<file path="src/rtl/mse_pkg.sv">
// mse_pkg: shared types and constants of the execute unit
// depends on nothing; imported by mse_front, mse_back and mips_subset_execute_unit
`default_nettype none
package mse_pkg;

  localparam int MEM_BYTES = 1024;
  localparam int MEM_WORDS = MEM_BYTES / 4;
  localparam int MEM_AW    = $clog2(MEM_WORDS);
  localparam logic [31:0] PC_RESET = 32'd104;

  typedef enum logic [3:0] {
    ACT_ADD = 4'd0, ACT_SUB = 4'd1, ACT_AND = 4'd2, ACT_DIV = 4'd3, ACT_MUL = 4'd4,
    ACT_LI  = 4'd5, ACT_LW  = 4'd6, ACT_SW  = 4'd7, ACT_J   = 4'd8
  } action_t;

  typedef enum logic [2:0] {
    ST_OK = 3'd0, ST_MISALIGNED = 3'd1, ST_RANGE = 3'd2, ST_DIV_ZERO = 3'd3,
    ST_INVALID = 3'd4
  } status_t;

  typedef enum logic [2:0] {
    CLS_ALU, CLS_MUL, CLS_DIV, CLS_MEM, CLS_JUMP, CLS_BAD
  } class_t;

  typedef enum logic [2:0] {
    S_CLEAR, S_IDLE, S_OPER, S_MUL, S_DIV, S_DIVFIN, S_ADDR, S_LOAD
  } back_state_t;

  typedef struct packed {
    logic [3:0]  action;
    logic [4:0]  dest_index;
    logic [4:0]  src_index;
    logic [4:0]  second_index;
    logic signed [31:0] immediate;
    logic [31:0] jump_target;
  } mse_in_t;

  typedef struct packed {
    logic [2:0]  status;
    logic        wrote_register;
    logic [4:0]  written_index;
    logic signed [31:0] written_value;
    logic signed [31:0] effective_address;
    logic [31:0] next_pc;
  } mse_out_t;

  typedef struct packed {
    mse_in_t instr;
    class_t  cls;
  } mse_entry_t;

  typedef struct packed {
    logic       pop;
    logic       clearing;
  } mse_ctrl_t;

endpackage
`default_nettype wire

</file>
<file path="src/rtl/mse_front.sv">
// mse_front: accepts instructions, classifies them, two-entry queue to the back end
// depends on mse_pkg
`default_nettype none
module mse_front import mse_pkg::*; (
  input  wire logic       clk,
  input  wire logic       rst,
  input  wire logic       start,
  output logic            busy,
  input  wire mse_in_t    instr,
  input  wire mse_ctrl_t  ctrl,
  output logic            nonempty,
  output mse_entry_t      head
);
  mse_entry_t q [2];
  logic       wp, rp;
  logic [1:0] count;
  logic       push;
  class_t     cls;

  always_comb begin
    case (instr.action)
      ACT_ADD, ACT_SUB, ACT_AND, ACT_LI: cls = CLS_ALU;
      ACT_MUL:                           cls = CLS_MUL;
      ACT_DIV:                           cls = CLS_DIV;
      ACT_LW, ACT_SW:                    cls = CLS_MEM;
      ACT_J:                             cls = CLS_JUMP;
      default:                           cls = CLS_BAD;
    endcase
  end

  assign busy     = (count == 2'd2) | ctrl.clearing;
  assign push     = start & ~busy;
  assign nonempty = (count != 2'd0);
  assign head     = q[rp];

  always_ff @(posedge clk) begin
    if (push) begin
      q[wp] <= '{instr: instr, cls: cls};
    end
  end

  always_ff @(posedge clk) begin
    if (rst) begin
      wp    <= 1'b0;
      rp    <= 1'b0;
      count <= 2'd0;
    end else begin
      if (push) wp <= ~wp;
      if (ctrl.pop) rp <= ~rp;
      count <= count + 2'(push) - 2'(ctrl.pop);
    end
  end
endmodule
`default_nettype wire

</file>
<file path="config.mk">
export PLATFORM = sky130hd
export DESIGN_NAME = mse_front
export DESIGN_NICKNAME = d
export VERILOG_FILES = /design/src/rtl/mse_pkg.sv /design/src/rtl/mse_front.sv
export SDC_FILE = /design/constraint.sdc
export NUM_CORES = 1
export LEC_CHECK = 0
export BUFFER_PORTS_ARGS = -buffer_cell sky130_fd_sc_hd__buf_2
export CORE_UTILIZATION = 30
export CTS_BUF_LIST = sky130_fd_sc_hd__clkbuf_8
export DETAILED_ROUTE_END_ITERATION = 8
export HOLD_SLACK_MARGIN = 0.1
export PLACE_DENSITY = 0.51
export SYNTH_ARGS = -nofsm -noshare
export SYNTH_HDL_FRONTEND = slang
export SYNTH_SLANG_ARGS = --single-unit
</file>
<file path="constraint.sdc">
create_clock -name clk -period 7.02 [get_ports clk]
set_clock_uncertainty 0.15 [all_clocks]
set_input_delay 0.351 -clock clk [delete_from_list [all_inputs] [get_ports clk]]
set_output_delay 0.351 -clock clk [all_outputs]
set_load 0.03 [all_outputs]
</file>
==> impl_results.md, run 1 <==
* Die footprint at 0.0219 sq mm
* Sequential area share after synthesis at 81.2%
* Clock buffer depth at 2
* Cell Area, Synth at 0.00641 sq mm
* Post-CTS sizing at 0
* GRT Overall Usage at 12.0%
* Final hold violation count at 0
* CP required at 6.52 ns
* CTS sink cnt at 175
* Core Rows at 53
* Routability cong. at 0.687
* Setup crit start kind: flip-flop
* ANT cells at 0
* Syn nets at 386
* Synth-to-Final Area Change at 37.5%
* Yosys top cell area share at 79.7%
* Synth area leaders: edfxtp_1, mux2_1, mux2_2, dfxtp_1, buf_6
* Mapped Cells at 296
* # nets final at 661
* Synth warn at 0
* Slew headroom at 49.0%
* Final Core Density at 42.1%
* Crit path time final at 2.90 ns
* Hold depth at 2
* Crit end category: output pin
* Post-Route WL at 12800 um
* Post-route setup slack at 4.12 ns
* Worst-case reg-to-reg path depth at 4
* Pin count of the biggest net entering global routing at 55
* CTS tree: built
* Peak VDD IR at 0.0993 mV
* Critical path type: flip-flop to output pin
* Final-report max-slew violation count at 0
* Dpl ws at 4.51 ns
* Power Total at 0.00221 W
* DRT iter0 DRCs at 112
* Skew-Pair Late Insertion Delay at 0.44 ns
* Total number of vias at 3593
* First-pass GRT wire length at 19500 um
* Die height at 148 um
* Via-per-instance ratio at 4.20
* Clock-pin slew on the worst setup and hold paths at 0.09 ns
* Hold endpoint: rp
* Setup TNS at 0 ns
* Seq cells post-synth at 175
* R2r endpoint: q[0][81]
* Worst Hold Margin at 0.371 ns
* Leak at 3.26 nW
* Fmax at 345 MHz
* Die Span X at 148 um
* Unrepaired setup endpoints after global routing: false
* H-tree Lvls at 4
* Layout cell share with drive strength beyond 1 at 42.5%
* PwrDens at 251 mW/mm^2
* Hold WC Path Type: flip-flop to flip-flop
* Tcrit/Tclk final at 41.3%
* Slew of the pin with the lowest slew margin at 0.765 ns
* Setup violations, final at 0
* Global route overflow at 0
* Initial antenna violation count at 0
* Worst-path maximum fanout at 54
* Initial core utilization at 30.6%
* Outcome: finished clean
* Final ANT Viol Nets at 0
* Total core area at 0.0210 sq mm
* HP Start: rp
* DP Wirelength at 7990 um
* DR WL/cell at 15.0 um
* Max Cap Violations at 0
* Pre-Repair DR Iteration Count at 4
* WP data arrival at 2.40 ns
* Root Driver: clkbuf_8
* Yosys top cell by area: edfxtp_1
* I/O pin total at 176
* Synth Area per Inst at 21.7 sq um
* Worst r2r src: count[0]
* Vias in the first global route at 3767
* Buffers on Ports at 175
* Reg2reg setup slack at 4.97 ns
* Drc violations at 0
* Synth cell types at 21
* Num CTS Buffers at 17
-- kinds of logic (layout without fill, tap and decap cells) --
logic type	after synthesis	after routing	synth area share, %
DFF	175	175	81.2
muxes	86	86	15.1
and+or+nand+nor	16	16	1.27
buffers and inverters	13	298	1.52
adders and majority gates	2	2	0.390
AOI/OAI and AO/OA	2	2	0.215
xor gates and xnor gates	2	2	0.273
-- area by class of cell --
cell class | instances | area [sq um]
Clock buffer | 17 | 234
Tap cell | 275 | 344
Clock inverter | 12 | 121
Multi-Input combinational cell | 108 | 1120
Inverter | 3 | 11.3
Fill cell | 1923 | 12100
Sequential cell | 175 | 5210
Timing Repair Buffer | 266 | 1770
-- per-layer routing --
layer	vias up	routed length, um	track usage, %
met5	-	0	0
met4	0	190	4.95
met3	12	604	3.31
met2	100	6500	20.5
met1	1776	5550	14.1
li1	1705	-	-
-- synth_stat cells (all sizes together) --
cell and n:
edfxtp 170, mux2 86, buf 10, nor2 8
dfxtp 5, inv 3, ha 2, nand2b 2
a21oi 1, and2 1, nand3b 1, nor2b 1
nor3 1, nor3b 1, o22a 1, or2 1
xnor2 1, xor2 1
-- per-stage QoR --
step / cells / area, sq um
6_report: 856 / 8810
5_1_grt: 856 / 8810
4_1_cts: 856 / 8810
3_5_place_dp: 741 / 7600
3_3_place_gp: 741 / 7600
2_1_floorplan: 296 / 6410
-- critical path: stages, from the launching register on --
cell,delay (ns)
dfxtp_4,0.63
buf_4,0.69
mux2_2,0.42
buf_2,0.18
-- worst max-delay path by stage --
stage	startpoint	endpoint	slack, ns	cells after the start
after floorplan	count[0]	q[0][0]	2.20	3
after global placement	flip-flop	head[2]	4.51	3
after detailed placement	flip-flop	head[0]	4.51	3
after CTS	flip-flop	head[0]	4.01	3
after global routing	flip-flop	head[82]	3.92	3
final	flip-flop	head[82]	4.12	3
-- layout by cell type (no fill, tap or decap) --
cell type and instances:
a21oi_1 1, and2_1 1, buf_2 175, buf_4 5
bufinv_16 2, clkbuf_8 17, clkinv_1 2, clkinv_2 4
clkinv_4 2, clkinvlp_4 1, dfxtp_1 4, dfxtp_4 1
dlygate4sd3_1 86, edfxtp_1 170, ha_1 2, inv_1 3
inv_6 1, mux2_1 50, mux2_2 36, nand2b_1 2
nand3b_1 1, nor2_1 6, nor2_4 2, nor2b_1 1
nor3_1 1, nor3b_1 1, o22a_1 1, or2_2 1
xnor2_1 1, xor2_1 1
-- state kept, by name, summed over array words and instances (netlist names), named ones only --
signal	cells
wp	1
q	170
count	2
rp	1
-- report_power, final --
part	internal, W	total [W]	switching, W
clock	0.000307	0.000656	0.000349
sequential	0.00120	0.00122	0.0000178
combinational	0.000133	0.000338	0.000205
total	0.00164	0.00221	0.000572
-- what timing repair did --
| item | in CTS | in global routing |
|---|---|---|
| hold endpoints to repair | 170 | 0 |
| hold buffers | 86 | 0 |
| setup buffers | 0 | 0 |
Power figures use the tool's default switching activity.
==> inputs of run 2 (changes only) <==
ABC_AREA = 1   (was default)
PLACE_DENSITY = 0.52   (was 0.51)
clock period = 2.4 ns   (was 7.02 ns; I/O delays follow)
==> run 2 against run 1 <==
  * Setup slack worse by 3.9 ns
  * Synthesized cell count up 4.1%
  * Clock-buffer cell count unchanged
  * Critical path depth unchanged
  * Wire length up 1.4%
  * Die area up 0.24%
  * Combinational power rose to 2.9 times the previous value
  * Global-route usage up 0.35 points
  * Power rose to 3.0 times the previous value
  * Critical endpoint is now head[50]
  * Largest cell class unchanged
==> impl_results.md, run 2 <==
* Outcome: finished clean (unchanged)
* Crit end category: output pin (unchanged)
* Worst-path maximum fanout at 27 (was 54)
* Yosys top cell area share at 79.5% (was 79.7%)
* DP Wirelength at 8230 um (was 7990 um)
* Final hold violation count at 0 (unchanged)
* Post-Route WL at 13000 um (was 12800 um)
* CP required at 2.13 ns (was 6.52 ns)
* Peak VDD IR at 0.313 mV (was 0.0993 mV)
* Skew-Pair Late Insertion Delay at 0.44 ns (about the same)
* Synth Area per Inst at 20.9 sq um (was 21.7 sq um)
* Worst-path cell chain: buf_4 > mux2_1 > buf_2 (was buf_4 > mux2_2 > buf_2)
* DP Cell Count at 756 (was 741)
* Most frequent cells after synthesis: edfxtp_1, mux2_1, mux2_2 (unchanged)
* Setup TNS at 0 ns (unchanged)
* Fmax at 462 MHz
* DRT iter0 DRCs at 116 (was 112)
* DR WL/cell at 14.9 um (was 15.0 um)
* Via-per-instance ratio at 4.18 (was 4.20)
* Cell Area, Synth at 0.00642 sq mm (was 0.00641 sq mm)
* Most instantiated library cell after synthesis: edfxtp_1 (unchanged)
* WP data arrival at 1.90 ns (was 2.40 ns)
* Die footprint at 0.0220 sq mm (was 0.0219 sq mm)
* CP peak stage delay at 0.63 ns (was 0.69 ns)
* Pin count of the biggest net entering global routing at 47 (was 55)
* ANT cells at 0 (unchanged)
* Syn nets at 398 (was 386)
* Synth cell types at 16 (was 21)
* Total core area at 0.0210 sq mm (about the same)
* Number of flip-flops in the largest register at 170 (unchanged)
* Main synth FF type: edfxtp_1 (unchanged)
* Crit-path slowest cell: dfxtp_4 (was buf_4)
* Synth warn at 0 (unchanged)
* Unrepaired setup endpoints after global routing: false (unchanged)
* Core Rows at 53 (unchanged)
* Layout cell share with drive strength beyond 1 at 42.4% (was 42.5%)
* Number of synthesized flops with an enable pin at 170 (unchanged)
* Die Span X at 148 um (about the same)
* First-pass GRT wire length at 20300 um (was 19500 um)
* Final Core Density at 42.7% (was 42.1%)
* Critical path type: flip-flop to output pin (unchanged)
* Vias in the first global route at 3999 (was 3767)
* CTS sink cnt at 175 (unchanged)
* Buffers on Ports at 175 (unchanged)
* Post-CTS sizing at 0 (unchanged)
* Synth-to-Final Area Change at 39.8% (was 37.5%)
* # nets final at 678 (was 661)
* Die height at 148 um (about the same)
* Seq cells post-synth at 175 (unchanged)
* Hold WC Path Type: primary input to flip-flop (was flip-flop to flip-flop)
* PwrDens at 738 mW/mm^2 (was 251 mW/mm^2)
* Setup crit start kind: flip-flop (unchanged)
* Num CTS Buffers at 17 (unchanged)
* Mapped Cells at 308 (was 296)
* Pre-Repair DR Iteration Count at 4 (unchanged)
* Leak at 3.35 nW (was 3.26 nW)
* I/O pin total at 176 (unchanged)
* H-tree Lvls at 4 (unchanged)
* Power Total at 0.00662 W (was 0.00221 W)
* Final ANT Viol Nets at 0 (unchanged)
* Total number of vias at 3662 (was 3593)
* Routability cong. at 0.710 (was 0.687)
* Initial core utilization at 30.6% (about the same)
* Setup violations, final at 0 (unchanged)
* Slew headroom at 62.8% (was 49.0%)
* Largest register by flop count: q (unchanged)
* Reg2reg setup slack at 0.62 ns (was 4.97 ns)
* Post-CTS Setup Bufs at 0 (unchanged)
* Clock-pin slew on the worst setup and hold paths at 0.10 ns (was 0.09 ns)
* Hold Buf Count CTS at 88 (was 86)
* CTS tree: built (unchanged)
* Synth area leaders: edfxtp_1, mux2_1, mux2_2, dfxtp_1, buf_6 (unchanged)
* Drc violations at 0 (unchanged)
* Max Cap Violations at 0 (unchanged)
* Biggest regs: q x170, count x2 (unchanged)
* Ys async rst share at 0% (unchanged)
* Post-Layout Cell Count at 876 (was 856)
* Clock buffer depth at 2 (unchanged)
* Initial antenna violation count at 0 (unchanged)
* Sequential area share after synthesis at 81.0% (was 81.2%)
* Tcrit/Tclk final at 90.3%
* Commonest non-fill, non-tap cell in the layout: buf_2 (unchanged)
* Slew of the pin with the lowest slew margin at 0.558 ns (was 0.765 ns)
* GRT Overall Usage at 12.3% (was 12.0%)
* Most frequent cells in the layout: buf_2, edfxtp_1, dlygate4sd3_1 (unchanged)
* Global route overflow at 0 (unchanged)
* Crit path time final at 2.17 ns
* Final-report max-slew violation count at 0 (unchanged)
* Yosys top cell by area: edfxtp_1 (unchanged)
* Root Driver: clkbuf_8 (unchanged)
-- run 2: changes by cell type in the layout (fill, tap and decap cells not counted), moves of 2 or more --
| cell | previous run | this run |
|---|---|---|
| dlygate4sd3_1 | 86 | 88 |
| inv_8 | 0 | 3 |
| o21ai_0 | 0 | 3 |
| clkinvlp_4 | 1 | 4 |
| inv_6 | 1 | 5 |
| nand2b_1 | 2 | 0 |
| nand2_1 | 0 | 8 |
| inv_1 | 3 | 11 |
| buf_12 | 0 | 4 |
| clkinv_2 | 4 | 0 |
-- run 2: final timing paths --
kind / from / end / depth (start not counted)
setup / recovery: flip-flop / head[50] / 3
hold / removal: instr[55] / q[0][58] / 2
setup reg to reg: count[0] / q[0][74] / 5
hold reg to reg: rp / flip-flop / 2
-- run 2: worst max-delay path, delay by kind of cell (launching register included) --
kind                   cells  cell delay, ns
multiplexers               1            0.35
flip-flops                 1            0.63
buffers and inverters      2            0.46
-- run 2: kinds of logic after synthesis --
group | after synthesis | share of synthesized area [%]
compound gates | 4 | 0.312
fa+ha+maj | 2 | 0.389
mux | 85 | 14.9
buf+inv | 22 | 2.04
flops | 175 | 81.0
simple gates | 19 | 1.19
xor+xnor | 1 | 0.136
-- run 2: cell type report --
type,instances,area [sq um]
fill,1897,12000
sequential,175,5210
timing repair buffer,271,1870
multi-input combinational,111,1100
tap,275,344
clock buffer,17,234
clock inverter,15,173
inverter,12,48.8
-- run 2: per-stage QoR --
stage | worst slack [ns] | hold slack (ns) | cell area [sq um]
global placement | 0.663 | 0.157 | 7690
finish | 0.234 | 0.238 | 8980
global route | 0.0812 | 0.198 | 8980
CTS | 0.141 | 0.200 | 8980
floorplan | 0.00532 | 0.0338 | 6440
detailed placement | 0.621 | 0.161 | 7690
-- run 2: metal layers --
layer | global-route usage [%] | part of all wire, % | vias to the layer above
met5 | 0 | 0 | -
met4 | 4.23 | 1.2 | 0
met3 | 4.45 | 5.8 | 9
met2 | 21.4 | 52 | 109
met1 | 13.9 | 41 | 1794
li1 | - | - | 1750
-- run 2: where the power goes --
| group | switching, W | internal [W] | total (W) |
|---|---|---|---|
| Combinational | 0.000593 | 0.000398 | 0.000991 |
| Clock | 0.00113 | 0.000961 | 0.00209 |
| Sequential | 0.0000478 | 0.00350 | 0.00354 |
